<file path="config.mk">
export PLATFORM = sky130hd
export DESIGN_NAME = rlf_isqrt
export DESIGN_NICKNAME = d
export VERILOG_FILES = /design/src/rlf_pkg.sv /design/src/rlf_isqrt.sv
export SDC_FILE = /design/constraint.sdc
export NUM_CORES = 1
export LEC_CHECK = 0
export BUFFER_PORTS_ARGS = -buffer_cell sky130_fd_sc_hd__buf_2
export CELL_PAD_IN_SITES_DETAIL_PLACEMENT = 1
export CELL_PAD_IN_SITES_GLOBAL_PLACEMENT = 2
export CORE_ASPECT_RATIO = 1.5
export CORE_MARGIN = 4
export CORE_UTILIZATION = 39
export CTS_BUF_LIST = sky130_fd_sc_hd__clkbuf_4 sky130_fd_sc_hd__clkbuf_8
export DETAILED_ROUTE_END_ITERATION = 16
export PLACE_DENSITY = 0.81
export SLEW_MARGIN = 20
export SYNTH_ARGS = -nofsm -noshare
export SYNTH_HDL_FRONTEND = slang
export SYNTH_SLANG_ARGS = --single-unit
export TNS_END_PERCENT = 1
</file>
<file path="constraint.sdc">
create_clock -name i_clk -period 3 [get_ports i_clk]
set_input_delay 0.45 -clock i_clk [delete_from_list [all_inputs] [get_ports i_clk]]
set_output_delay 0.45 -clock i_clk [all_outputs]
set_load 0.02 [all_outputs]
</file>
<file path="src/rlf_pkg.sv">
// ----------------------------------------------------------------------------
// rlf_pkg
// Shared widths, types and constants of the line fitting core.
// ----------------------------------------------------------------------------
package rlf_pkg;

    localparam int unsigned IDX_W       = 9;
    localparam int unsigned COORD_W     = 16;
    localparam int unsigned DELTA_W     = COORD_W + 1;
    localparam int unsigned PROD_W      = 2 * DELTA_W;
    localparam int unsigned CNT_W       = IDX_W + 1;
    localparam int unsigned SUM_W       = PROD_W + IDX_W + 1;
    localparam int unsigned RAD_W       = PROD_W + 16;
    localparam int unsigned ROOT_W      = RAD_W / 2;
    localparam int unsigned NUM_W       = SUM_W + 24;
    localparam int unsigned DEN_W       = CNT_W + ROOT_W;
    localparam int unsigned SLOPE_W     = 32;
    localparam int unsigned ICPT_W      = 48;
    localparam int unsigned ERR_W       = 48;
    localparam int unsigned IN_TDATA_W  = 64;
    localparam int unsigned OUT_TDATA_W = 128;

    localparam logic [ERR_W-1:0] ERR_RESET = 48'd6553600000000;

    localparam logic CFG_FIRST = 1'b0;
    localparam logic CFG_LAST  = 1'b1;

    localparam logic ACT_LOAD  = 1'b0;
    localparam logic ACT_TRIAL = 1'b1;

    typedef struct packed {
        logic signed [COORD_W-1:0] y;
        logic signed [COORD_W-1:0] x;
    } t_point;

endpackage

</file>
<file path="src/rlf_isqrt.sv">
// ----------------------------------------------------------------------------
// rlf_isqrt
// Integer square root, digit by digit, one root bit per cycle.
// ----------------------------------------------------------------------------
module rlf_isqrt #(
    parameter int unsigned W = rlf_pkg::RAD_W
) (
    input  logic           i_clk,
    input  logic           i_rst_n,
    input  logic           i_start,
    input  logic [W-1:0]   i_rad,
    output logic           o_done,
    output logic [W/2-1:0] o_root
);

    localparam int unsigned RTW = W / 2;
    localparam int unsigned RW  = RTW + 4;
    localparam int unsigned CW  = $clog2(RTW + 1);

    logic [CW-1:0]  r_cnt;
    logic           r_busy;
    logic           r_done;
    logic [W-1:0]   r_rad;
    logic [RW-1:0]  r_rem;
    logic [RTW-1:0] r_root;
    logic [RW-1:0]  w_sh;
    logic [RW-1:0]  w_trial;

    assign w_sh    = {r_rem[RW-3:0], r_rad[W-1:W-2]};
    assign w_trial = RW'({r_root, 2'b01});

    always_ff @(posedge i_clk) begin
        if (!i_rst_n) begin
            r_busy <= 1'b0;
            r_done <= 1'b0;
            r_cnt  <= '0;
        end else begin
            r_done <= 1'b0;
            if (i_start) begin
                r_busy <= 1'b1;
                r_cnt  <= CW'(RTW);
            end else if (r_busy) begin
                r_cnt <= r_cnt - 1'b1;
                if (r_cnt == CW'(1)) begin
                    r_busy <= 1'b0;
                    r_done <= 1'b1;
                end
            end
        end
    end

    always_ff @(posedge i_clk) begin
        if (i_start) begin
            r_rad  <= i_rad;
            r_rem  <= '0;
            r_root <= '0;
        end else if (r_busy) begin
            r_rad <= {r_rad[W-3:0], 2'b00};
            if (w_sh >= w_trial) begin
                r_rem  <= w_sh - w_trial;
                r_root <= {r_root[RTW-2:0], 1'b1};
            end else begin
                r_rem  <= w_sh;
                r_root <= {r_root[RTW-2:0], 1'b0};
            end
        end
    end

    assign o_done = r_done;
    assign o_root = r_root;

endmodule

</file>
==> summary.txt, run 1 <==
Routing
  – 1st-pass router iterations: 4
  – Detailed router's first-iteration violation count: roughly 190
  – Antenna-violating nets left: 0
  – Met3 wire len: about 560 um
  – Top sig layer: met4
  – DRT met1 WL: between 5 and 6 mm
  – Wire per inst: 16.9 um
  – Residual DRC: 0
  – Vias/cell: between 5 and 6
  – Final wirelength: 14.4 mm
  – Total number of vias: between 4000 and 5000
  – Met2 wire length: slightly below 8 mm

Timing
  – Max Transition Viols Final: 0
  – Setup Viol. Count Final: 0
  – Fmax: ~0.36 GHz
  – Tcrit/Tclk final: about 93%
  – Slew HR: between 50% and 60%
  – Endpoints failing hold: 0
  – Slew @ Worst Pin: slightly above 0.7 ns
  – Setup Skew: 0.0140 ns
  – WHS: about 0.33 ns
  – Sum of negative setup slack: 0 ns
  – Final worst path period need: 2.80 ns

Cells and area
  – Area Overhead vs Synth: 13.7%
  – Area of the multi-input gates: ~3100 um^2
  – FF/Latch Area: approximately 2700 um^2
  – Diode count: 0
  – Final net count: between 700 and 800
  – Share of cells above drive strength 1: 27.2%
  – Fillcell total: ~1700

Hold path
  – Worst hold path class: input pin to flip-flop
  – WHS Path Cells: 3

Synthesis
  – Primary FF master, synth: dfxtp_1
  – Post-synthesis sequential area ratio: between 40 and 50%
  – Cell Area, Synth: 6030 um^2
  – YS warnings: 0
  – Distinct cells, synth: slightly below 60
  – Avg Synthesized Cell Area: about 10 um^2
  – Yosys reg bits: about 110
  – Post-synth EDFFs: 50
  – Post-synth ARST share: 0%
  – Syn Nets: 660
  – Synthesized instance count: between 500 and 600

Power
  – Internal Power: 0.00394 W
  – Pwr/cell area: roughly 1000 nW/um^2
  – Pleak: ~2.8 nW
  – Combinational share of power: approximately three fifths
  – Switching Power: around 0.0029 W
  – Clock power share: 13.1%
  – Reg power frac: ~28%
  – Worst VDD drop: around 0.46 mV
  – Switch share: between 40% and 50%

Floorplanning
  – Area of the die: about 18000 um^2
  – Core Region: between 15000 and 20000 um^2
  – Starting density of the core: between 30% and 40%
  – Vert. Die Dim: roughly 160 um
  – I/O Pins: 79
  – Die Span X: ~110 um
  – # rows: 55

Clocking
  – CTS root buf: clkbuf_8
  – Hold Buf Count CTS: 0
  – Clk slew on worst S/H paths: approximately 0.12 ns
  – CTS tree: yes
  – CTS buffer count: 9
  – H-tree depth: 3
  – Clock sinks: about 110
  – Worst skew pair latency: 0.38 ns
  – Max clock buf depth: 2

Worst setup path
  – CP max stage delay: just over 0.4 ns
  – CP Data Arrival Time: between 3 and 4 ns
  – CP required: roughly 3.2 ns
  – Critical-path cell list: inv_1 > ha_1 > a21oi_1 > o21ai_0 > nor3_2 > o211ai_2 > a21oi_4 > a31o_4 > a21oi_4 > buf_12 > mux2i_1 > a211oi_1
  – Top cell by count, worst path: a21oi_4
  – CP Max Fanout: 16
  – Startpoint Class: flip-flop
  – Critical Path Sink Type: flip-flop
  – Slowest-stage cell, CP: ha_1
  – R2R cell count: 12
  – Crit Path Class: flip-flop to flip-flop

GRT
  – Largest net degree at the start of global routing: 85
  – First-pass GRT wire length: 24.5 mm
  – Total gr overflow: 0
  – Number of antenna violations at the first check in global routing: 0
  – Total GRT Usage: between 10% and 20%
  – Vias in the first global route: around 5100

Place
  – Placer Congestion: 0.883
  – PortBufs: 78
  – Hpwl dp: ~11 mm

Job
  – MaxCap Viol Count: 0

Run status
  – Status: finished, final reports clean
layer usage:
layer | track usage, % | up-vias
li1 | - | 2214
met1 | 19.2 | 2206
met2 | 32.2 | 76
met3 | 3.46 | 15
met4 | 5.16 | 0
met5 | 0 | -
power groups by stage:
| stage | sequential (W) | clock [W] | combinational (W) |
|---|---|---|---|
| CTS | 0.00194 | 0.000935 | 0.00399 |
| global placement | 0.00196 | 0 | 0.00390 |
| global route | 0.00197 | 0.000989 | 0.00440 |
| floorplan | 0.00192 | 0 | 0.00307 |
| detailed placement | 0.00197 | 0 | 0.00396 |
| finish | 0.00194 | 0.000890 | 0.00399 |
repair_timing:
| action | 4_1_cts | 5_1_grt |
|---|---|---|
| endpoints found under the setup margin | 0 | 17 |
| resized for setup | 0 | 6 |
| buffers inserted | 0 | 0 |
cells in the final DEF, fill, tap and decap left out, types with 3 or more instances in the layout:
master / instances
o21bai_1: 5
buf_12: 3
buf_2: 77
nor2_1: 59
edfxtp_1: 50
o21ai_0: 24
a31oi_1: 7
nand3_1: 5
xnor2_1: 13
o21ai_1: 4
buf_4: 7
mux2i_1: 45
and3_1: 3
o21a_1: 6
ha_2: 3
nor2b_1: 6
nand2_1: 35
nand4_1: 7
and2_1: 6
clkbuf_8: 9
ha_1: 26
xor2_1: 16
mux2_2: 48
nor3_1: 5
clkinv_4: 3
a211oi_1: 13
a21oi_1: 22
dfxtp_1: 58
a21o_1: 12
inv_1: 32
cell type report:
| cell class | count | share of cell area [%] |
|---|---|---|
| inverter | 33 | 1.81 |
| timing repair buffer | 87 | 7.26 |
| tap | 199 | 3.63 |
| clock inverter | 6 | 0.894 |
| clock buffer | 10 | 1.92 |
| multi-input combinational | 409 | 45.4 |
| sequential | 109 | 39.1 |
logic make-up (layout without fill, tap and decap cells):
kind of cell,count (synthesis),in the layout,share of synthesized area [%]
xor gates and xnor gates,29,29,4.21
muxes,93,93,16.4
adders and majority gates,29,29,6.01
buffers and inverters,60,136,4.33
and+or+nand+nor,140,140,11.1
AOI/OAI and AO/OA,118,118,13.5
DFF,109,109,44.5
worst paths after layout:
| check | startpoint | to | slack [ns] |
|---|---|---|---|
| max | o_root[8] | r_rem[11] | 0.20 |
| min reg2reg | r_rem[8] | r_rem[8] | 0.49 |
| max reg2reg | o_root[8] | r_rem[11] | 0.20 |
| min | i_rst_n | r_cnt[2] | 0.33 |
per-stage QoR:
stage	total power (W)	instances	instance area, um^2	setup WS [ns]	utilization (%)
3_3_place_gp	0.00586	837	6650	0.181	43.9
3_5_place_dp	0.00593	837	6650	0.141	43.9
5_1_grt	0.00736	853	6860	-0.00137	45.3
4_1_cts	0.00686	853	6840	0.112	45.2
6_report	0.00681	853	6860	0.200	45.3
2_1_floorplan	0.00499	578	6030	0.403	-
critical path, delay by kind of cell (launching register included):
family	cells	cell delay, ns
AOI/OAI and AO/OA	7	1.26
adders and majority gates	1	0.41
DFF	1	0.39
buffers and inverters	2	0.25
muxes	1	0.23
and+or+nand+nor	1	0.08
synthesized netlist by cell type (all sizes together), types with 2 or more instances:
master / number / area share [%]
a211oi: 15 / 2.0
a21boi: 2 / 0.25
a21o: 12 / 1.5
a21oi: 25 / 2.4
a31o: 4 / 0.73
a31oi: 7 / 0.73
and2: 6 / 0.62
and3: 3 / 0.31
buf: 15 / 1.5
clkbuf: 12 / 0.75
dfxtp: 59 / 20
edfxtp: 50 / 25
ha: 29 / 6.0
inv: 33 / 2.1
mux2: 48 / 9.0
mux2i: 45 / 7.5
nand2: 36 / 2.3
nand2b: 2 / 0.21
nand3: 5 / 0.41
nand4: 7 / 0.73
nor2: 59 / 3.7
nor2b: 6 / 0.62
nor3: 6 / 0.58
nor3b: 3 / 0.54
nor4b: 2 / 0.39
o211ai: 2 / 0.41
o21a: 6 / 0.75
o21ai: 30 / 2.5
o21bai: 5 / 0.62
o31ai: 3 / 0.46
xnor2: 13 / 1.9
xor2: 16 / 2.3
flip-flops by register name, summed over array words and instances (netlist names):
signal	flops
r_rad	50
r_rem	27
o_root	25
r_cnt	5
o_done	1
r_busy	1
Note: power is estimated with default switching activity, not from simulation.
==> run 2, diff against run 1 <==
Settings changed: BUFFER_PORTS_ARGS -buffer_cell sky130_fd_sc_hd__buf_2 to -buffer_cell sky130_fd_sc_hd__clkbuf_2.
==> run 2 against run 1 <==
  * Global-route usage increased by 0.19 points
  * Largest cell class unchanged
  * Flip-flop and latch count unchanged
  * Non-clock buffer count increased by 2
  * First-iteration DRC count decreased by 13%
  * Die area unchanged
  * Highest routed layer unchanged
  * Critical endpoint is now r_rem[10]
  * Routed wire length increased by 2.5%
  * Via count increased by 0.27%
  * Critical path depth unchanged
  * Setup slack improved by 0.0063 ns
==> summary.txt, run 2 (synthesized netlist as in run 1, its figures left out) <==
Run status
  – Status: finished, final reports clean

Worst setup path
  – CP required: roughly 3.3 ns
  – CP Max Fanout: 15
  – Crit Path Class: flip-flop to flip-flop
  – CP Data Arrival Time: roughly 3.1 ns
  – Critical Path Sink Type: flip-flop
  – Startpoint Class: flip-flop

GRT
  – Number of antenna violations at the first check in global routing: 0
  – Vias in the first global route: 5056
  – First-pass GRT wire length: around 24 mm
  – Total gr overflow: 0
  – Total GRT Usage: about 17%
  – Largest net degree at the start of global routing: 65

Clocking
  – H-tree depth: 3
  – Worst skew pair latency: ~0.39 ns
  – Max clock buf depth: 2
  – CTS tree: yes
  – CTS root buf: clkbuf_8
  – Clk slew on worst S/H paths: 0.11 ns
  – Clock sinks: between 100 and 150
  – Post-CTS Setup Repair Bufs: 0
  – CTS buffer count: 9

Cells and area
  – Fillcell total: 1705
  – Final core occ: a little under half
  – Final net count: ~730
  – Area Overhead vs Synth: 13.9%
  – Max reg flops: 50
  – Biggest register: r_rad
  – Diode count: 0
  – Share of cells above drive strength 1: a little over a quarter
  – Most common cell after layout, fill and taps aside: clkbuf_2
  – Commonest non-fill, non-tap cells in the layout: clkbuf_2 (77), nor2_1 (59), dfxtp_1 (58)

Power
  – Pleak: 2.83 nW
  – Pwr/cell area: 999 nW/um^2
  – Worst VDD drop: ~0.44 mV

Timing
  – Slew @ Worst Pin: just over 0.6 ns
  – Setup Skew: 0.0183 ns
  – Sum of negative setup slack: 0 ns
  – WHS: roughly 0.34 ns
  – Final Worst Setup Slack: 0.206 ns
  – Max Transition Viols Final: 0
  – Setup Viol. Count Final: 0
  – Endpoints failing hold: 0
  – Fmax: 0.358 GHz
  – Tcrit/Tclk final: ~93%
  – Final worst path period need: 2.79 ns
  – Slew HR: roughly three fifths

Floorplanning
  – Die Span X: between 100 and 150 um
  – Area of the die: between 15000 and 20000 um^2
  – I/O Pins: 79
  – Vert. Die Dim: 160 um
  – Starting density of the core: about 40%
  – # rows: 55
  – Core Region: approximately 15000 um^2

Routing
  – 1st-pass router iterations: 4
  – Wire per inst: 17.3 um
  – Detailed router's first-iteration violation count: roughly 160
  – Total number of vias: 4523
  – Final wirelength: between 10 and 15 mm
  – Residual DRC: 0
  – Antenna-violating nets left: 0
  – Vias/cell: about 5.3

Place
  – Hpwl dp: around 11 mm
  – Pre-CTS setup slack: around 0.17 ns
  – PortBufs: slightly below 80
  – Placer Congestion: between 0.8 and 0.9

Job
  – MaxCap Viol Count: 0

Hold path
  – Worst hold path class: input pin to flip-flop
[run 2: cell count changes in the layout (fill, tap and decap cells not counted), moves of 2 or more]
cell	before	now
buf_2	77	0
clkbuf_2	0	77
buf_4	7	9
ha_1	26	28
ha_2	3	1
[run 2: through the flow]
step,cells,instance area [um^2],total power [W]
6_report,855,6870,0.00686
4_1_cts,854,6830,0.00678
3_3_place_gp,838,6640,0.00575
3_5_place_dp,838,6640,0.00584
2_1_floorplan,578,6030,0.00499
5_1_grt,855,6870,0.00740
[run 2: routing by layer]
metal	part of all wire [%]	global-route usage [%]	wire length [um]
met1	38	18.6	5680
met5	0	0	0
met2	55	32.3	8120
met3	4.4	4.14	656
met4	2.1	6.75	305
[run 2: report_power, final]
group          switching (W)  internal, W  total, W
sequential          0.000154      0.00178   0.00194
combinational        0.00221      0.00181   0.00403
clock               0.000568     0.000330  0.000898
[run 2: path summary, 6_finish.rpt]
kind | endpoint | cells after the start | slack [ns] | from
setup / recovery | r_rem[10] | 12 | 0.21 | o_root[7]
setup reg to reg | r_rem[10] | 12 | 0.21 | o_root[7]
hold / removal | r_cnt[2] | 3 | 0.34 | i_rst_n
hold reg to reg | r_rem[8] | 2 | 0.48 | r_rem[8]
[run 2: critical path: stages (launching register included)]
cell	delay, ns
dfxtp_1	0.40
inv_1	0.06
ha_1	0.43
and4_1	0.27
nand2_2	0.09
a2bb2oi_2	0.17
o211ai_2	0.11
a21oi_4	0.10
a31o_4	0.27
a21oi_4	0.19
buf_12	0.21
mux2i_1	0.26
a211oi_2	0.11
[run 2: area by class of cell]
type	instances	area [um^2]	share of cell area, %
Multi-Input combinational cell	409	3110	45.2
Inverter	33	124	1.80
Clock inverter	6	56.3	0.819
Clock buffer	10	131	1.91
Timing Repair Buffer	89	518	7.54
Sequential cell	109	2680	39.1
Tap cell	199	249	3.62
[run 2: timing repair]
item / CTS / global route
endpoints found under the setup margin: 0 / 18
hold buffers: 0 / 0
resized for setup: 0 / 4
endpoints found under the hold margin: 0 / 0
