## config.mk

```make
export PLATFORM = sky130hd
export DESIGN_NAME = rlf_divu
export DESIGN_NICKNAME = d
export VERILOG_FILES = /design/src/rlf_pkg.sv /design/src/rlf_divu.sv
export SDC_FILE = /design/constraint.sdc
export NUM_CORES = 1
export LEC_CHECK = 0
export BUFFER_PORTS_ARGS = -buffer_cell sky130_fd_sc_hd__buf_2
export CAP_MARGIN = 10
export CORE_MARGIN = 2
export CORE_UTILIZATION = 50
export CTS_CLUSTER_DIAMETER = 150
export DETAILED_ROUTE_END_ITERATION = 6
export GPL_ROUTABILITY_DRIVEN = 0
export PLACE_DENSITY = 0.77
export SYNTH_ARGS = -nofsm -noshare
export SYNTH_HDL_FRONTEND = slang
export SYNTH_SLANG_ARGS = --single-unit
export TNS_END_PERCENT = 20
```

## constraint.sdc

```tcl
create_clock -name i_clk -period 2.75 [get_ports i_clk]
set_input_delay 0.275 -clock i_clk [delete_from_list [all_inputs] [get_ports i_clk]]
set_output_delay 0.275 -clock i_clk [all_outputs]
set_load 0.02 [all_outputs]
```

## src/rlf_pkg.sv

```systemverilog
// ----------------------------------------------------------------------------
// rlf_pkg
// Shared widths, types and constants of the line fitting core.
// ----------------------------------------------------------------------------
package rlf_pkg;

    localparam int unsigned IDX_W       = 9;
    localparam int unsigned COORD_W     = 16;
    localparam int unsigned DELTA_W     = COORD_W + 1;
    localparam int unsigned PROD_W      = 2 * DELTA_W;
    localparam int unsigned CNT_W       = IDX_W + 1;
    localparam int unsigned SUM_W       = PROD_W + IDX_W + 1;
    localparam int unsigned RAD_W       = PROD_W + 16;
    localparam int unsigned ROOT_W      = RAD_W / 2;
    localparam int unsigned NUM_W       = SUM_W + 24;
    localparam int unsigned DEN_W       = CNT_W + ROOT_W;
    localparam int unsigned SLOPE_W     = 32;
    localparam int unsigned ICPT_W      = 48;
    localparam int unsigned ERR_W       = 48;
    localparam int unsigned IN_TDATA_W  = 64;
    localparam int unsigned OUT_TDATA_W = 128;

    localparam logic [ERR_W-1:0] ERR_RESET = 48'd6553600000000;

    localparam logic CFG_FIRST = 1'b0;
    localparam logic CFG_LAST  = 1'b1;

    localparam logic ACT_LOAD  = 1'b0;
    localparam logic ACT_TRIAL = 1'b1;

    typedef struct packed {
        logic signed [COORD_W-1:0] y;
        logic signed [COORD_W-1:0] x;
    } t_point;

endpackage

```

## src/rlf_divu.sv

```systemverilog
// ----------------------------------------------------------------------------
// rlf_divu
// Unsigned restoring divider, one quotient bit per cycle.
// ----------------------------------------------------------------------------
module rlf_divu #(
    parameter int unsigned NW = rlf_pkg::NUM_W,
    parameter int unsigned DW = rlf_pkg::DEN_W
) (
    input  logic          i_clk,
    input  logic          i_rst_n,
    input  logic          i_start,
    input  logic [NW-1:0] i_num,
    input  logic [DW-1:0] i_den,
    output logic          o_busy,
    output logic          o_done,
    output logic [NW-1:0] o_quot
);

    localparam int unsigned CW = $clog2(NW + 1);

    logic [CW-1:0] r_cnt;
    logic          r_busy;
    logic          r_done;
    logic [NW-1:0] r_q;
    logic [DW:0]   r_rem;
    logic [DW-1:0] r_den;
    logic [DW:0]   w_sh;

    assign w_sh = {r_rem[DW-1:0], r_q[NW-1]};

    always_ff @(posedge i_clk) begin
        if (!i_rst_n) begin
            r_busy <= 1'b0;
            r_done <= 1'b0;
            r_cnt  <= '0;
        end else begin
            r_done <= 1'b0;
            if (i_start) begin
                r_busy <= 1'b1;
                r_cnt  <= CW'(NW);
            end else if (r_busy) begin
                r_cnt <= r_cnt - 1'b1;
                if (r_cnt == CW'(1)) begin
                    r_busy <= 1'b0;
                    r_done <= 1'b1;
                end
            end
        end
    end

    always_ff @(posedge i_clk) begin
        if (i_start) begin
            r_q   <= i_num;
            r_den <= i_den;
            r_rem <= '0;
        end else if (r_busy) begin
            if (w_sh >= {1'b0, r_den}) begin
                r_rem <= w_sh - {1'b0, r_den};
                r_q   <= {r_q[NW-2:0], 1'b1};
            end else begin
                r_rem <= w_sh;
                r_q   <= {r_q[NW-2:0], 1'b0};
            end
        end
    end

    assign o_busy = r_busy;
    assign o_done = r_done;
    assign o_quot = r_q;

endmodule

```

==> impl_results.html, run 1 <==
<table>
<tr><th>Metric</th><th>Value</th></tr>
<tr><th colspan="2">STA</th></tr>
<tr><td>Worst setup skew after layout</td><td>0.00779 ns</td></tr>
<tr><td>Transition time at the pin with the least slew margin</td><td>0.827 ns</td></tr>
<tr><td>RSZ-0062 raised after global routing</td><td>yes</td></tr>
<tr><td>Max-slew headroom</td><td>0.449</td></tr>
<tr><td>Highest clock rate</td><td>352 MHz</td></tr>
<tr><td>Final hold vios</td><td>0</td></tr>
<tr><td>Share of the cycle needed by the critical path after routing</td><td>1.03</td></tr>
<tr><td>Final TNS setup</td><td>-0.749 ns</td></tr>
<tr><td>Final hold slack</td><td>0.0194 ns</td></tr>
<tr><td>Post-layout minimum cycle time</td><td>2.84 ns</td></tr>
<tr><td>Final count of negative-setup-slack endpoints</td><td>19</td></tr>
<tr><td>Final setup margin</td><td>-0.0933 ns</td></tr>
<tr><td>Slew Limit Fails</td><td>0</td></tr>
<tr><th colspan="2">Route</th></tr>
<tr><td>Post-Route WL</td><td>20300 um</td></tr>
<tr><td>Final ANT Viol Nets</td><td>0</td></tr>
<tr><td>Number of violations reported at the end of detailed-routing iteration 0</td><td>518</td></tr>
<tr><td>Vias</td><td>6640</td></tr>
<tr><td>DR WL/cell</td><td>16.8 um</td></tr>
<tr><td>First-pass DRT Iterations</td><td>5</td></tr>
<tr><td>Per-cell via count in the routed design</td><td>5.50</td></tr>
<tr><td>Residual DRC count</td><td>0</td></tr>
<tr><th colspan="2">Floorplanning</th></tr>
<tr><td>Starting density of the core</td><td>0.514</td></tr>
<tr><td>Die area</td><td>17400 um2</td></tr>
<tr><td>Die H</td><td>132 um</td></tr>
<tr><td>Row cnt</td><td>46</td></tr>
<tr><td>Area of the placeable core</td><td>15900 um2</td></tr>
<tr><td>Die Wd</td><td>132 um</td></tr>
<tr><td>Number of primary I/O pins</td><td>176</td></tr>
<tr><th colspan="2">Place</th></tr>
<tr><td>HPWL reported at the end of detailed placement</td><td>14400 um</td></tr>
<tr><td>Setup Slack @ Placement</td><td>-0.165 ns</td></tr>
<tr><td>Placed Instances</td><td>1162</td></tr>
<tr><td>Count of buffers from port buffering</td><td>175</td></tr>
<tr><td>Total cell area at the placement stage</td><td>9690 um2</td></tr>
<tr><th colspan="2">Global route</th></tr>
<tr><td>Number of global-route vias before repair</td><td>6587</td></tr>
<tr><td>Final global-route overflow total</td><td>0</td></tr>
<tr><td>Tot GR Track Use</td><td>0.233</td></tr>
<tr><td>Wire length of the first global-routing pass</td><td>32600 um</td></tr>
<tr><td>Largest net degree at the start of global routing</td><td>66</td></tr>
<tr><td>Initial antenna violation count</td><td>0</td></tr>
<tr><th colspan="2">Synth</th></tr>
<tr><td>Ys Warns</td><td>0</td></tr>
<tr><td>Library cells used by synthesis</td><td>69</td></tr>
<tr><td>Post-Syn Area</td><td>8190 um2</td></tr>
<tr><td>Sequential element share of the synthesized area</td><td>0.485</td></tr>
<tr><td>Post-Syn Area per Cell</td><td>11.0 um2</td></tr>
<tr><td>Nets in the synthesized netlist</td><td>892</td></tr>
<tr><td>Post-synth EDFFs</td><td>103</td></tr>
<tr><td>Most common flop cell mapped by yosys</td><td>edfxtp_1</td></tr>
<tr><td>Number of instances in the synthesized netlist</td><td>748</td></tr>
<tr><td>Number of synthesized register bits</td><td>147</td></tr>
<tr><td>Proportion of register bits with asynchronous set or reset after synthesis</td><td>0</td></tr>
<tr><th colspan="2">CTS</th></tr>
<tr><td>Source-to-sink clock delay at the later pin of the worst-skew pair</td><td>0.43 ns</td></tr>
<tr><td>Number of H-tree levels</td><td>4</td></tr>
<tr><td>Clock transition at the registers of the reported paths</td><td>0.07 ns</td></tr>
<tr><td>CTS tree</td><td>built</td></tr>
<tr><td>Sink Count</td><td>147</td></tr>
<tr><td>Number of CTS-inserted buffers</td><td>17</td></tr>
<tr><td>Clock buffer depth</td><td>2</td></tr>
<tr><td>Root cell of the clock tree</td><td>clkbuf_16</td></tr>
<tr><th colspan="2">Layout</th></tr>
<tr><td>Core occupancy in the finished layout</td><td>0.665</td></tr>
<tr><td>Most common cell after layout, fill and taps aside</td><td>buf_2</td></tr>
<tr><td>Number of antenna cells inserted</td><td>0</td></tr>
<tr><td>Fraction of layout cells with a size suffix above 1</td><td>0.423</td></tr>
<tr><td>Number of filler cells placed in the layout</td><td>1217</td></tr>
<tr><td>Commonest cells after routing, fill and taps aside</td><td>174 x buf_2, 103 x edfxtp_1, 77 x nand2_1, 67 x mux2_2, 63 x buf_4</td></tr>
<tr><td>Layout net count</td><td>1123</td></tr>
<tr><td>Non-filler instance count after layout</td><td>1208</td></tr>
<tr><td>Final Cell Area</td><td>10600 um2</td></tr>
<tr><td>Syn-to-layout area delta</td><td>29.4%</td></tr>
<tr><th colspan="2">Setup path</th></tr>
<tr><td>R2r worst-path depth</td><td>12</td></tr>
<tr><td>Crit path buf inv count</td><td>2</td></tr>
<tr><td>Minimum setup slack among reg-to-reg paths</td><td>-0.09 ns</td></tr>
<tr><td>Cell Chain, Critical Path</td><td>ha_4, fa_2, nor2b_4, o31a_1, o21ai_2, a21oi_2, a211o_4, a41oi_4, buf_12, buf_16, or3_4, a311oi_2</td></tr>
<tr><td>Arrival time worst endpoint</td><td>3.18 ns</td></tr>
<tr><td>Critical R2R Launch</td><td>r_den[0]</td></tr>
<tr><td>Critical path origin</td><td>r_den[0]</td></tr>
<tr><td>Startpoint types</td><td>register</td></tr>
<tr><td>Crit path capture</td><td>r_rem[9]</td></tr>
<tr><td>Cell depth of the worst setup path</td><td>12</td></tr>
<tr><td>Type of element capturing the critical path</td><td>register</td></tr>
<tr><td>Endpoint of the worst register-to-register path</td><td>r_rem[9]</td></tr>
<tr><td>CP delay by family, top</td><td>compound AO/OA/AOI/OAI gates</td></tr>
<tr><td>Required time of the critical path</td><td>3.09 ns</td></tr>
<tr><td>Max stage delay cell, worst path</td><td>edfxtp_1</td></tr>
<tr><td>Largest fanout of any net on the critical path</td><td>4</td></tr>
<tr><td>Crit path largest cell delay</td><td>0.42 ns</td></tr>
<tr><td>Path type of the worst setup path</td><td>reg -&gt; reg</td></tr>
<tr><th colspan="2">Run</th></tr>
<tr><td>Max-capacitance violation count</td><td>0</td></tr>
<tr><th colspan="2">Status</th></tr>
<tr><td>Run status</td><td>finished, violations left</td></tr>
<tr><td>Violated checks</td><td>setup timing</td></tr>
<tr><th colspan="2">Power</th></tr>
<tr><td>Power density over cell area</td><td>599 nW/um2</td></tr>
<tr><td>Static Leakage</td><td>4.53 nW</td></tr>
<tr><td>Total chip power</td><td>6.35 mW</td></tr>
<tr><td>Maximum vdd drop</td><td>0.455 mV</td></tr>
<tr><th colspan="2">Worst hold path</th></tr>
<tr><td>Type of the tightest min-delay check</td><td>in -&gt; reg</td></tr>
</table>
## how the worst min path moves through the flow
| stage | cells after the start | from | to |
|---|---|---|---|
| floorplan | 0 | i_den[0] | r_den[0] |
| global placement | 1 | i_den[16] | r_den[16] |
| detailed placement | 1 | i_den[13] | r_den[13] |
| CTS | 1 | i_den[8] | r_den[8] |
| global route | 1 | i_den[6] | r_den[6] |
| finish | 1 | i_den[8] | r_den[8] |
## per-layer routing
metal	GRT usage	wire (um)	vias up	share of wire
met2	0.391	9840	241	0.49
met3	0.0434	1010	48	0.050
met1	0.291	8820	3127	0.43
li1	-	-	3224	-
met4	0.109	619	0	0.031
met5	0	0	-	0
## cell usage after synthesis, drive strengths merged (6+ instances only)
master / number / area share
nand3: 11 / 0.0067
dfxtp: 44 / 0.11
nor3: 8 / 0.0049
a41oi: 8 / 0.011
and3: 7 / 0.0053
edfxtp: 103 / 0.38
o21a: 8 / 0.0073
ha: 37 / 0.057
a21oi: 42 / 0.028
nor2: 59 / 0.027
mux2: 70 / 0.097
buf: 9 / 0.0096
inv: 48 / 0.022
a21o: 17 / 0.016
xor2: 11 / 0.012
nand4: 14 / 0.011
a21boi: 6 / 0.0055
o21ai: 23 / 0.015
nand2: 82 / 0.038
a311oi: 23 / 0.041
o211ai: 6 / 0.0055
xnor2: 21 / 0.022
clkbuf: 34 / 0.016
## report_power, final
group          switching (mW)  internal, mW  total, mW
combinational           0.809         0.630       1.44
sequential              0.101          2.59       2.70
clock                    1.02          1.20       2.22
total                    1.93          4.42       6.35
## logic make-up after synthesis
group,count (synthesis),synth area share
AO/OA/AOI/OAI,168,0.167
AND/OR/NAND/NOR,202,0.111
flip-flops,147,0.485
adder cells (fa/ha/maj),38,0.0589
multiplexers,70,0.0967
buffers and inverters,91,0.0475
XOR/XNOR,32,0.0342
## layout make-up
class / count / area [um2] / share of cell area
multi-input combinational: 510 / 3980 / 0.376
sequential: 147 / 3980 / 0.375
inverter: 48 / 180 / 0.0170
timing repair buffer: 255 / 1630 / 0.154
clock buffer: 18 / 429 / 0.0405
clock inverter: 14 / 133 / 0.0125
tap: 216 / 270 / 0.0255
## state kept, by name, summed over array words and instances (netlist names)
| register | count |
|---|---|
| o_quot | 68 |
| r_den | 35 |
| o_done | 1 |
| o_busy | 1 |
| r_rem | 35 |
| r_cnt | 7 |
## timing repair
item                       4_1_cts  5_1_grt
setup endpoints to repair       34       36
buffers inserted                 8        3
resized for setup               14       34
pin swaps                        8       17
hold endpoints to repair         2        0
hold buffers                     2        0
cloned                           1        1
Note: power is estimated with default switching activity, not from simulation.
==> run 2: changes to the inputs <==
- SKIP_CTS_REPAIR_TIMING: unset -> 1
==> run 2 against run 1 <==
Compared with the run above: the flow still finishes with violations (setup timing); register-to-register slack worse by 0.02 ns; global-route usage shrank 0.44 points; count of clock-buffer cells in the layout stayed put; final area is 1.9% lower; via count down 2.2%; maximum frequency down 0.80%; sequential share of layout area is 0.71 points higher; core utilization down 1.2 points; sequential power is essentially flat; combinational power is essentially flat; clock power about the same; highest routed layer unchanged.
==> impl_results.html, run 2 (synthesized netlist as in run 1, its figures left out) <==
<table>
<tr><th>Metric</th><th>Value</th></tr>
<tr><th colspan="2">CTS</th></tr>
<tr><td>Clock transition at the registers of the reported paths</td><td>0.06 ns (about the same)</td></tr>
<tr><td>Number of H-tree levels</td><td>4 (unchanged)</td></tr>
<tr><td>CTS tree</td><td>built</td></tr>
<tr><td>Sink Count</td><td>147 (unchanged)</td></tr>
<tr><td>Root cell of the clock tree</td><td>clkbuf_16</td></tr>
<tr><td>Source-to-sink clock delay at the later pin of the worst-skew pair</td><td>0.43 ns (about the same)</td></tr>
<tr><td>Number of CTS-inserted buffers</td><td>17 (unchanged)</td></tr>
<tr><td>Clock buffer depth</td><td>2 (unchanged)</td></tr>
<tr><th colspan="2">Setup path</th></tr>
<tr><td>Type of element capturing the critical path</td><td>register</td></tr>
<tr><td>Largest fanout of any net on the critical path</td><td>9 (+5)</td></tr>
<tr><td>Path type of the worst setup path</td><td>reg -&gt; reg</td></tr>
<tr><td>Endpoint of the worst register-to-register path</td><td>r_rem[9]</td></tr>
<tr><td>Critical R2R Launch</td><td>r_den[0]</td></tr>
<tr><td>Startpoint types</td><td>register</td></tr>
<tr><td>Required time of the critical path</td><td>3.09 ns (about the same)</td></tr>
<tr><td>Arrival time worst endpoint</td><td>3.20 ns (+0.02 ns)</td></tr>
<tr><td>Minimum setup slack among reg-to-reg paths</td><td>-0.12 ns (-0.02 ns)</td></tr>
<tr><td>R2r worst-path depth</td><td>11 (-1)</td></tr>
<tr><th colspan="2">Layout</th></tr>
<tr><td>Most common cell after layout, fill and taps aside</td><td>buf_2</td></tr>
<tr><td>Layout net count</td><td>1114 (-0.80%)</td></tr>
<tr><td>Number of antenna cells inserted</td><td>0 (unchanged)</td></tr>
<tr><td>Number of flip-flops under the largest register name</td><td>68 (unchanged)</td></tr>
<tr><td>Number of filler cells placed in the layout</td><td>1262 (+3.7%)</td></tr>
<tr><td>Syn-to-layout area delta</td><td>27.0%</td></tr>
<tr><td>Fraction of layout cells with a size suffix above 1</td><td>0.410 (-0.0134)</td></tr>
<tr><td>Commonest cells after routing, fill and taps aside</td><td>174 x buf_2, 103 x edfxtp_1, 80 x nand2_1, 68 x mux2_2, 63 x buf_4</td></tr>
<tr><td>Non-filler instance count after layout</td><td>1199 (-0.75%)</td></tr>
<tr><td>Core occupancy in the finished layout</td><td>0.652 (-0.0124)</td></tr>
<tr><th colspan="2">Route</th></tr>
<tr><td>Number of violations reported at the end of detailed-routing iteration 0</td><td>450 (-13%)</td></tr>
<tr><td>First-pass DRT Iterations</td><td>5 (unchanged)</td></tr>
<tr><td>Post-Route WL</td><td>19600 um (-3.4%)</td></tr>
<tr><td>DR WL/cell</td><td>16.3 um (-2.7%)</td></tr>
<tr><td>Residual DRC count</td><td>0 (unchanged)</td></tr>
<tr><td>Final ANT Viol Nets</td><td>0 (unchanged)</td></tr>
<tr><td>Vias</td><td>6493 (-2.2%)</td></tr>
<tr><td>Per-cell via count in the routed design</td><td>5.42 (-1.5%)</td></tr>
<tr><th colspan="2">Place</th></tr>
<tr><td>Setup Slack @ Placement</td><td>-0.165 ns (unchanged)</td></tr>
<tr><td>Count of buffers from port buffering</td><td>175 (unchanged)</td></tr>
<tr><td>Placed Instances</td><td>1162 (unchanged)</td></tr>
<tr><td>HPWL reported at the end of detailed placement</td><td>14400 um (unchanged)</td></tr>
<tr><th colspan="2">Global route</th></tr>
<tr><td>Tot GR Track Use</td><td>0.228 (-0.00444)</td></tr>
<tr><td>Final global-route overflow total</td><td>0 (unchanged)</td></tr>
<tr><td>Initial antenna violation count</td><td>0 (unchanged)</td></tr>
<tr><td>Wire length of the first global-routing pass</td><td>32000 um (-1.9%)</td></tr>
<tr><td>Number of global-route vias before repair</td><td>6489 (-1.5%)</td></tr>
<tr><td>Largest net degree at the start of global routing</td><td>66 (unchanged)</td></tr>
<tr><th colspan="2">Floorplanning</th></tr>
<tr><td>Number of primary I/O pins</td><td>176 (unchanged)</td></tr>
<tr><td>Die area</td><td>17400 um2 (unchanged)</td></tr>
<tr><td>Starting density of the core</td><td>0.514 (unchanged)</td></tr>
<tr><td>Die H</td><td>132 um (unchanged)</td></tr>
<tr><td>Area of the placeable core</td><td>15900 um2 (unchanged)</td></tr>
<tr><td>Row cnt</td><td>46 (unchanged)</td></tr>
<tr><td>Die Wd</td><td>132 um (unchanged)</td></tr>
<tr><th colspan="2">Worst hold path</th></tr>
<tr><td>Type of the tightest min-delay check</td><td>in -&gt; reg</td></tr>
<tr><td>Cell count of the worst hold path</td><td>1 (unchanged)</td></tr>
<tr><td>Origin of the worst min-delay path</td><td>i_den[1]</td></tr>
<tr><td>Hold Path Sink</td><td>r_den[1]</td></tr>
<tr><th colspan="2">STA</th></tr>
<tr><td>Final count of negative-setup-slack endpoints</td><td>24 (+5)</td></tr>
<tr><td>Post-layout minimum cycle time</td><td>2.87 ns (+0.0228 ns)</td></tr>
<tr><td>Worst setup skew after layout</td><td>0.00743 ns (-0.000356 ns)</td></tr>
<tr><td>Highest clock rate</td><td>349 MHz (-0.80%)</td></tr>
<tr><td>Slew Limit Fails</td><td>0 (unchanged)</td></tr>
<tr><td>Transition time at the pin with the least slew margin</td><td>0.816 ns (-0.0103 ns)</td></tr>
<tr><td>Final hold vios</td><td>0 (unchanged)</td></tr>
<tr><td>Share of the cycle needed by the critical path after routing</td><td>1.04 (+0.00831)</td></tr>
<tr><td>Final setup margin</td><td>-0.116 ns (-0.0228 ns)</td></tr>
<tr><td>Max-slew headroom</td><td>0.456 (+0.00690)</td></tr>
<tr><td>RSZ-0062 raised after global routing</td><td>yes</td></tr>
<tr><th colspan="2">Status</th></tr>
<tr><td>Run status</td><td>finished, violations left</td></tr>
<tr><td>Violated checks</td><td>setup timing</td></tr>
<tr><th colspan="2">Run</th></tr>
<tr><td>Max-capacitance violation count</td><td>0 (unchanged)</td></tr>
<tr><th colspan="2">Power</th></tr>
<tr><td>Static Leakage</td><td>4.48 nW (-1.0%)</td></tr>
<tr><td>Maximum vdd drop</td><td>0.453 mV (-0.49%)</td></tr>
<tr><td>Power density over cell area</td><td>606 nW/um2 (+1.2%)</td></tr>
</table>
==> run 2: changes by cell type in the layout (fill, tap and decap cells not counted), moves of 3 or more <==
cell | before | now
ha_1 | 30 | 36
ha_2 | 5 | 0
nand2_1 | 77 | 80
buf_6 | 7 | 4
==> run 2: worst max-delay path by stage <==
stage	start	endpoint	slack (ns)	depth (start not counted)
2_1_floorplan	o_quot[67]	o_quot[0]	-0.16	12
3_3_place_gp	o_quot[67]	r_rem[34]	-0.11	13
3_5_place_dp	o_quot[67]	r_rem[34]	-0.17	13
4_1_cts	o_quot[67]	r_rem[13]	-0.20	12
5_1_grt	o_quot[67]	r_rem[9]	-0.24	12
6_report	r_den[0]	r_rem[9]	-0.12	11
==> run 2: metrics by stage <==
| stage | TNS [ns] | power [mW] | area (um2) | hold slack, ns |
|---|---|---|---|---|
| global placement | -0.317 | 4.07 | 9690 | 0.452 |
| global route | -5.05 | 6.60 | 10400 | 0.00415 |
| floorplan | -0.287 | 3.62 | 8200 | 0.374 |
| CTS | -3.98 | 6.32 | 10300 | -0.0000248 |
| finish | -0.866 | 6.31 | 10400 | 0.0216 |
| detailed placement | -2.98 | 4.10 | 9690 | 0.453 |
==> run 2: layout make-up <==
class	count	area, um2	share of cell area
sequential	147	3980	0.382
multi-input combinational	510	3930	0.378
timing repair buffer	246	1480	0.143
clock buffer	18	429	0.0413
tap	216	270	0.0260
inverter	48	180	0.0173
clock inverter	14	133	0.0127
==> run 2: routing by layer <==
metal	track usage	share of wire	vias to the layer above
met5	0	0	-
met4	0.106	0.028	0
met3	0.0446	0.044	42
met2	0.383	0.48	205
met1	0.286	0.45	3044
li1	-	-	3202
==> run 2: where the power goes <==
part,internal [mW],total [mW],leakage [nW],switching [mW]
clock network,1.20,2.21,0.272,1.01
registers,2.59,2.69,1.39,0.0989
logic,0.609,1.41,2.82,0.798
total,4.40,6.31,4.48,1.90
==> run 2: worst max-delay path: stages (launching register included) <==
cell and delay [ns]:
edfxtp_1 0.42, ha_4 0.19, fa_2 0.41, nor2b_4 0.12
o31a_1 0.24, o21ai_2 0.09, a21oi_2 0.19, a211o_4 0.18
a41oi_4 0.15, buf_12 0.19, or3_4 0.36, a311oi_2 0.24
